## config.mk

```make
export PLATFORM = sky130hd
export DESIGN_NAME = i2c_master_register_access_unit
export DESIGN_NICKNAME = d
export VERILOG_FILES = /design/src/hdl/i2cmra_pkg.sv /design/src/hdl/i2c_master_register_access_unit.sv
export SDC_FILE = /design/constraint.sdc
export NUM_CORES = 1
export LEC_CHECK = 0
export ABC_AREA = 0
export BUFFER_PORTS_ARGS = -buffer_cell sky130_fd_sc_hd__buf_4
export CAP_MARGIN = 0
export CORE_MARGIN = 2
export CORE_UTILIZATION = 30
export CTS_BUF_LIST = sky130_fd_sc_hd__clkbuf_4
export DETAILED_ROUTE_END_ITERATION = 8
export PLACE_DENSITY = 0.45
export SLEW_MARGIN = 20
export SYNTH_ARGS = -nofsm -noshare
export SYNTH_HDL_FRONTEND = slang
export SYNTH_SLANG_ARGS = --single-unit
```

## constraint.sdc

```tcl
create_clock -name clk -period 4.7 [get_ports clk]
set_clock_uncertainty 0.2 [all_clocks]
set_input_delay 0.235 -clock clk [delete_from_list [all_inputs] [get_ports clk]]
set_output_delay 0.235 -clock clk [all_outputs]
set_load 0.02 [all_outputs]
```

## src/hdl/i2cmra_pkg.sv

```systemverilog
package i2cmra_pkg;

  localparam int unsigned COUNT_WIDTH_DEF = 16;
  localparam logic [15:0] ACK_TIMEOUT_RESET = 16'd5000;
  localparam logic [7:0] READ_BIT = 8'h01;
  localparam logic [7:0] MSB_MASK = 8'h80;

  typedef struct packed {
    logic       op;
    logic       is_read;
    logic [7:0] device_address;
    logic [7:0] register_address;
    logic [15:0] byte_count;
    logic [7:0] write_byte;
    logic       sda_sample;
  } in_t;

  typedef struct packed {
    logic       scl_level;
    logic       sda_level;
    logic       sda_drive;
    logic       write_taken;
    logic [7:0] read_byte;
    logic       read_valid;
    logic       busy_res;
    logic       done_res;
    logic       failed;
  } out_t;

endpackage

```

## src/hdl/i2c_master_register_access_unit.sv

```systemverilog
// I2C master for register writes and register reads, advanced one bus phase
// per input transfer.
// Input channel (in_valid/in_ready, in_data): op=1 while idle starts a
//   transaction (kind, device byte, register byte, length); op=0 is a phase
//   tick that carries the sampled SDA level and the next write data byte.
//   A begin seen while a transaction runs is treated as a plain tick.
// Result channel (out_valid/out_ready, out_data): exactly one result per
//   input transfer with the SCL/SDA drive for that phase, write_taken,
//   read data, busy, done and failed.
// Config channel (cfg_valid/cfg_ready, cfg_data): ACK timeout in ticks, always
//   ready; write it only while the block is idle. A value of 0 acts as 1.
// Timing: one transfer per cycle while out_ready stays high. The next state and
//   the result are computed in one pass from the phase registers and the incoming
//   transfer and land in the result register, visible the cycle after acceptance.
// Stall: in_ready is high while the result register is empty or being drained,
//   so a stalled receiver holds the result and back-pressures the input.
// Reset (rst_n low, synchronous): phase idle, counters and held bytes cleared,
//   timeout back to 5000, result register empty.
module i2c_master_register_access_unit #(
  parameter int unsigned COUNT_WIDTH = i2cmra_pkg::COUNT_WIDTH_DEF
) (
  input  logic              clk,
  input  logic              rst_n,
  input  logic              in_valid,
  output logic              in_ready,
  input  i2cmra_pkg::in_t   in_data,
  output logic              out_valid,
  input  logic              out_ready,
  output i2cmra_pkg::out_t  out_data,
  input  logic              cfg_valid,
  output logic              cfg_ready,
  input  logic [15:0]       cfg_data
);

  typedef enum logic [4:0] {
    PH_IDLE     = 5'd0,
    PH_START    = 5'd1,
    PH_SEND_DEV = 5'd2,
    PH_SEND_REG = 5'd3,
    PH_SEND_DAT = 5'd4,
    PH_SEND_RDV = 5'd5,
    PH_ACK_DEV  = 5'd6,
    PH_ACK_REG  = 5'd7,
    PH_ACK_DAT  = 5'd8,
    PH_ACK_RDV  = 5'd9,
    PH_RS_A     = 5'd10,
    PH_RS_B     = 5'd11,
    PH_RS_C     = 5'd12,
    PH_READ     = 5'd13,
    PH_MACK     = 5'd14,
    PH_STOP_A   = 5'd15,
    PH_STOP_B   = 5'd16,
    PH_STOP_C   = 5'd17,
    PH_FSTOP_A  = 5'd18,
    PH_FSTOP_B  = 5'd19,
    PH_FSTOP_C  = 5'd20
  } phase_t;

  // phase and transaction state
  phase_t                 phase_r, phase_nxt;
  logic [3:0]             bit_cnt_r, bit_cnt_nxt;
  logic [7:0]             shift_r, shift_nxt;
  logic [COUNT_WIDTH-1:0] bytes_left_r, bytes_left_nxt;
  logic [7:0]             dev_r, dev_nxt;
  logic [7:0]             reg_r, reg_nxt;
  logic                   read_mode_r, read_mode_nxt;
  logic [15:0]            ack_wait_r, ack_wait_nxt;
  logic [15:0]            ack_timeout_r;

  // result register
  logic                   out_valid_r;
  i2cmra_pkg::out_t       out_data_r, res_nxt;

  logic                   in_fire;
  logic [15:0]            limit;
  logic [16:0]            wait_inc;
  logic [COUNT_WIDTH-1:0] bl_dec;
  logic                   scl, sdl, drv, wt, rv, busy, done, fail;
  logic [7:0]             rb;

  assign in_ready  = !out_valid_r || out_ready;
  assign in_fire   = in_valid && in_ready;
  assign cfg_ready = 1'b1;
  assign out_valid = out_valid_r;
  assign out_data  = out_data_r;

  assign limit    = (ack_timeout_r == 16'd0) ? 16'd1 : ack_timeout_r;
  assign wait_inc = {1'b0, ack_wait_r} + 17'd1;
  assign bl_dec   = bytes_left_r - COUNT_WIDTH'(1);

  always_comb begin
    phase_nxt      = phase_r;
    bit_cnt_nxt    = bit_cnt_r;
    shift_nxt      = shift_r;
    bytes_left_nxt = bytes_left_r;
    dev_nxt        = dev_r;
    reg_nxt        = reg_r;
    read_mode_nxt  = read_mode_r;
    ack_wait_nxt   = ack_wait_r;
    scl  = 1'b1;
    sdl  = 1'b0;
    drv  = 1'b1;
    wt   = 1'b0;
    rb   = 8'h00;
    rv   = 1'b0;
    busy = 1'b1;
    done = 1'b0;
    fail = 1'b0;

    case (phase_r)
      PH_START: begin
        sdl         = 1'b0;
        shift_nxt   = dev_r;
        bit_cnt_nxt = 4'd0;
        phase_nxt   = PH_SEND_DEV;
      end
      PH_SEND_DEV, PH_SEND_REG, PH_SEND_DAT, PH_SEND_RDV: begin
        scl = bit_cnt_r[0];
        sdl = |(shift_r & i2cmra_pkg::MSB_MASK);
        if (bit_cnt_r[0]) begin
          shift_nxt = {shift_r[6:0], 1'b0};
        end
        if (bit_cnt_r == 4'd15) begin
          bit_cnt_nxt = 4'd0;
          case (phase_r)
            PH_SEND_DEV: phase_nxt = PH_ACK_DEV;
            PH_SEND_REG: phase_nxt = PH_ACK_REG;
            PH_SEND_DAT: phase_nxt = PH_ACK_DAT;
            default:     phase_nxt = PH_ACK_RDV;
          endcase
        end else begin
          bit_cnt_nxt = bit_cnt_r + 4'd1;
        end
      end
      PH_ACK_DEV, PH_ACK_REG, PH_ACK_DAT, PH_ACK_RDV: begin
        drv = 1'b0;
        if (!bit_cnt_r[0]) begin
          // SCL low half of the ACK bit, arm the poll counter
          scl          = 1'b0;
          bit_cnt_nxt  = 4'd1;
          ack_wait_nxt = 16'd0;
        end else if (in_data.sda_sample) begin
          // no ACK yet: keep polling until timeout
          if (wait_inc >= {1'b0, limit}) begin
            bit_cnt_nxt = 4'd0;
            phase_nxt   = PH_FSTOP_A;
          end else begin
            ack_wait_nxt = wait_inc[15:0];
          end
        end else begin
          bit_cnt_nxt = 4'd0;
          case (phase_r)
            PH_ACK_DEV: begin
              shift_nxt = reg_r;
              phase_nxt = PH_SEND_REG;
            end
            PH_ACK_REG: begin
              if (read_mode_r) begin
                phase_nxt = PH_RS_A;
              end else if (bytes_left_r == '0) begin
                phase_nxt = PH_STOP_A;
              end else begin
                shift_nxt = in_data.write_byte;
                wt        = 1'b1;
                phase_nxt = PH_SEND_DAT;
              end
            end
            PH_ACK_DAT: begin
              bytes_left_nxt = bl_dec;
              if (bl_dec == '0) begin
                phase_nxt = PH_STOP_A;
              end else begin
                shift_nxt = in_data.write_byte;
                wt        = 1'b1;
                phase_nxt = PH_SEND_DAT;
              end
            end
            default: begin
              phase_nxt = (bytes_left_r == '0) ? PH_STOP_A : PH_READ;
            end
          endcase
        end
      end
      PH_RS_A: begin
        scl       = 1'b0;
        sdl       = 1'b1;
        phase_nxt = PH_RS_B;
      end
      PH_RS_B: begin
        sdl       = 1'b1;
        phase_nxt = PH_RS_C;
      end
      PH_RS_C: begin
        sdl         = 1'b0;
        shift_nxt   = dev_r | i2cmra_pkg::READ_BIT;
        bit_cnt_nxt = 4'd0;
        phase_nxt   = PH_SEND_RDV;
      end
      PH_READ: begin
        drv = 1'b0;
        scl = bit_cnt_r[0];
        if (bit_cnt_r[0]) begin
          shift_nxt = {shift_r[6:0], in_data.sda_sample};
        end
        if (bit_cnt_r == 4'd15) begin
          bit_cnt_nxt = 4'd0;
          phase_nxt   = PH_MACK;
        end else begin
          bit_cnt_nxt = bit_cnt_r + 4'd1;
        end
      end
      PH_MACK: begin
        // ACK for every byte but the last, which gets NACK
        sdl = (bytes_left_r > COUNT_WIDTH'(1)) ? 1'b0 : 1'b1;
        if (!bit_cnt_r[0]) begin
          scl         = 1'b0;
          rb          = shift_r;
          rv          = 1'b1;
          bit_cnt_nxt = 4'd1;
        end else begin
          bit_cnt_nxt    = 4'd0;
          bytes_left_nxt = bl_dec;
          phase_nxt      = (bl_dec == '0) ? PH_STOP_A : PH_READ;
        end
      end
      PH_STOP_A: begin
        scl       = 1'b0;
        phase_nxt = PH_STOP_B;
      end
      PH_FSTOP_A: begin
        scl       = 1'b0;
        phase_nxt = PH_FSTOP_B;
      end
      PH_STOP_B: begin
        phase_nxt = PH_STOP_C;
      end
      PH_FSTOP_B: begin
        phase_nxt = PH_FSTOP_C;
      end
      PH_STOP_C, PH_FSTOP_C: begin
        sdl       = 1'b1;
        busy      = 1'b0;
        done      = 1'b1;
        fail      = (phase_r == PH_FSTOP_C);
        phase_nxt = PH_IDLE;
      end
      default: begin
        // idle, and any stray code
        phase_nxt = PH_IDLE;
        sdl       = 1'b1;
        if (in_data.op) begin
          dev_nxt        = in_data.device_address;
          reg_nxt        = in_data.register_address;
          bytes_left_nxt = in_data.byte_count[COUNT_WIDTH-1:0];
          read_mode_nxt  = in_data.is_read;
          bit_cnt_nxt    = 4'd0;
          shift_nxt      = 8'h00;
          ack_wait_nxt   = 16'd0;
          phase_nxt      = PH_START;
        end else begin
          busy = 1'b0;
        end
      end
    endcase

    res_nxt.scl_level   = scl;
    res_nxt.sda_level   = drv & sdl;
    res_nxt.sda_drive   = drv;
    res_nxt.write_taken = wt;
    res_nxt.read_byte   = rb;
    res_nxt.read_valid  = rv;
    res_nxt.busy_res    = busy;
    res_nxt.done_res    = done;
    res_nxt.failed      = fail;
  end

  always_ff @(posedge clk) begin
    if (!rst_n) begin
      phase_r       <= PH_IDLE;
      bit_cnt_r     <= 4'd0;
      shift_r       <= 8'h00;
      bytes_left_r  <= '0;
      dev_r         <= 8'h00;
      reg_r         <= 8'h00;
      read_mode_r   <= 1'b0;
      ack_wait_r    <= 16'd0;
      ack_timeout_r <= i2cmra_pkg::ACK_TIMEOUT_RESET;
      out_valid_r   <= 1'b0;
    end else begin
      if (cfg_valid) begin
        ack_timeout_r <= cfg_data;
      end
      if (in_fire) begin
        phase_r      <= phase_nxt;
        bit_cnt_r    <= bit_cnt_nxt;
        shift_r      <= shift_nxt;
        bytes_left_r <= bytes_left_nxt;
        dev_r        <= dev_nxt;
        reg_r        <= reg_nxt;
        read_mode_r  <= read_mode_nxt;
        ack_wait_r   <= ack_wait_nxt;
        out_data_r   <= res_nxt;
      end
      out_valid_r <= in_fire || (out_valid_r && !out_ready);
    end
  end

endmodule

```

==> metrics.cfg <==
[placement]
placed_cells = 1141
placed_cell_area_sq_um = 7480
dp_hpwl_mm = 14.18
gp_congestion = 0.8002
portBuffers = 81
pre_cts_ws_ps = 696.1

[grt]
grt_first_pass_wirelength_mm = 34.54
use_met1 = 0.2523
grt_use_total = 0.1806
grt_pass1_vias = 6384
met2_usage = 0.2970
use_met3 = 0.02325
antenna_found_initial = 1
grt_max_degree = 53
overflow = 0
busiest_layer = met2

[power_and_ir_drop]
irDropWorstVdd_mv = 0.1360
p_leak_nw = 3.225
power_mw = 2.022
power-per-cell-area_nw_per_um2 = 241.0

[worst_setup_path]
cpLargestDelayFamily = compound AO/OA/AOI/OAI gates
crit_arrival_ps = 4160
endpoint_kind = register
critical_path_buf_inv_count = 2
path_cells = nand3_1 -> nor3_2 -> nand3_1 -> nor3_1 -> xnor2_1 -> inv_1 -> ha_1 -> a21boi_0 -> o211ai_1 -> o211ai_1 -> a31oi_1 -> buf_4 -> o21ai_1 -> o21ai_0
cp.required_ps = 4870
cpPeakStageDelay_ps = 610
path_class = register to register
startpoint_type = register
cp_slowest_cell = o21ai_1
worstPathMaxFanout = 13

[drt]
drc = 0
dr.first_iter.drc_count = 449
vias = 6459
ant_nets = 0
drtPass1Iterations = 5
wl_mm = 20.74
wl_per_cell_microns = 16.78
vias_per_cell = 5.226

[clock_tree]
numCtsBuffers = 9
cts_max_path_buffers = 2
clk_pin_slew_worst_paths_ps = 170
clock-sinks = 99
cts_tree = done
cts_setup_buffers = 0
cts_max_level = 3
clk-insertion-delay-late_ps = 490
clock-root-buffer = clkbuf_4
cts_resized = 0

[cells_and_area]
nFillCells = 2272
final_cell_mix = nand2_1, buf_4, dfxtp_1
final_common_cell = nand2_1
layout-drive-gt1-share = 0.1530
seqCellArea_sq_um = 2142
syn_to_final_growth_pct = 25.81
nets = 1033
final_util = 0.3845
fin_area_sq_um = 8392
multiInputGateArea_sq_um = 4139
final_cells = 1236

[logic_synthesis]
syn_area_sq_um = 6670
ys_ff_latch = 99
syn-num-nets = 908
synth_top_flop_cell = dfxtp_1
ys_seq_area_frac = 0.3211
yosysUniqueCellTypes = 91
synth_edf_count = 16
postSynthAreaPerCell_sq_um = 8.095
async_flop_share = 0
netlist_instances = 824
ys_warn_count = 0

[die]
die_h_microns = 153.1
rows = 54
coreArea_sq_um = 21820
pin_count = 83
die_area_sq_um = 23440
die_w_microns = 153.1
start_util = 0.3056

[worst_hold_path]
hold_path_class = primary input to register

[run]
maxCapViolCount = 0

[timing]
setup_violations = 0
rsz0062_at_grt = no
timing.final.crit_period_ps = 3993
slew_violations = 0
setup_tns_ps = 0
finalWorstSetupSlack_ps = 706.7
whs_ps = 43.88
finalHoldViolations = 0
maxSlewHeadroom = 0.4182
fmax_mhz = 250.4
layout_worst_path_cycle_share = 0.8496
tightest_slew_ps = 871.4

[status]
status = finished, final reports clean

## timing repair
action	in CTS	in global routing
hold buffers	77	0
endpoints found under the setup margin	0	0
hold endpoints to repair	57	0
## power by group
part / internal (mW) / switching, mW / leakage, nW
sequential: 0.901 / 0.0545 / 0.824
combinational: 0.252 / 0.319 / 2.32
clock: 0.174 / 0.321 / 0.0810
total: 1.33 / 0.695 / 3.23
## synth_stat cells (16+ instances only)
cell type    n  area share
nand2_1    114       0.064
inv_1       34       0.019
nor2b_1     18       0.017
dfxtp_1     83        0.25
clkbuf_1    31       0.017
nor2_1      50       0.028
nand3_1     18       0.014
a21boi_1    20       0.023
ha_1        20       0.038
a21oi_1     29       0.022
o21ai_0     63       0.047
mux2i_1     28       0.042
a31oi_1     16       0.015
buf_2       19       0.014
edfxtp_1    16       0.072
## registers in the layout, indices dropped and copies added (netlist names), 5 cells and up
signal / flops
bytes_left_r: 16
shift_r: 8
reg_r: 8
ack_timeout_r: 16
dev_r: 8
out_data: 16
ack_wait_r: 16
phase_r: 5
## worst reg2reg max path: stages (launching register included)
cell	delay (ps)
dfxtp_1	440
nand3_1	160
nor3_2	350
nand3_1	290
nor3_1	300
xnor2_1	180
inv_1	60
ha_1	310
a21boi_0	170
o211ai_1	110
o211ai_1	180
a31oi_1	130
buf_4	190
o21ai_1	620
o21ai_0	200
## cell families (layout without fill, tap and decap cells)
| family | count (synthesis) | in the layout | synth area share |
|---|---|---|---|
| simple gates | 316 | 316 | 0.2536 |
| compound gates | 251 | 251 | 0.2643 |
| flops | 99 | 99 | 0.3211 |
| buf+inv | 93 | 223 | 0.05984 |
| mux | 28 | 28 | 0.04202 |
| fa+ha+maj | 20 | 20 | 0.03752 |
| xor+xnor | 16 | 16 | 0.02101 |
| other cells | 1 | 3 | 0.0005622 |
## path summary, 6_finish.rpt
check | cells after the start | slack, ps | from | to
min | 5 | 40 | in_data[8] | shift_r[7]
max | 14 | 710 | ack_wait_r[3] | ack_wait_r[12]
max reg2reg | 14 | 710 | ack_wait_r[3] | ack_wait_r[12]
min reg2reg | 1 | 270 | bit_cnt_r[3] | bit_cnt_r[3]
## routing by layer
metal / wire length, microns / share of wire / up-vias
li1: - / - / 3278
met1: 9944 / 0.48 / 3063
met2: 9974 / 0.48 / 98
met3: 587 / 0.028 / 20
met4: 237 / 0.011 / 0
met5: 0 / 0 / -
## final cells by class
class	count	share of cell area
Multi-Input combinational cell	632	0.4932
Sequential cell	99	0.2553
Timing Repair Buffer	173	0.1777
Tap cell	280	0.04175
Inverter	34	0.01521
Clock buffer	11	0.009840
Clock inverter	5	0.006411
Antenna cell	2	0.0005964
Power figures use the tool's default switching activity.
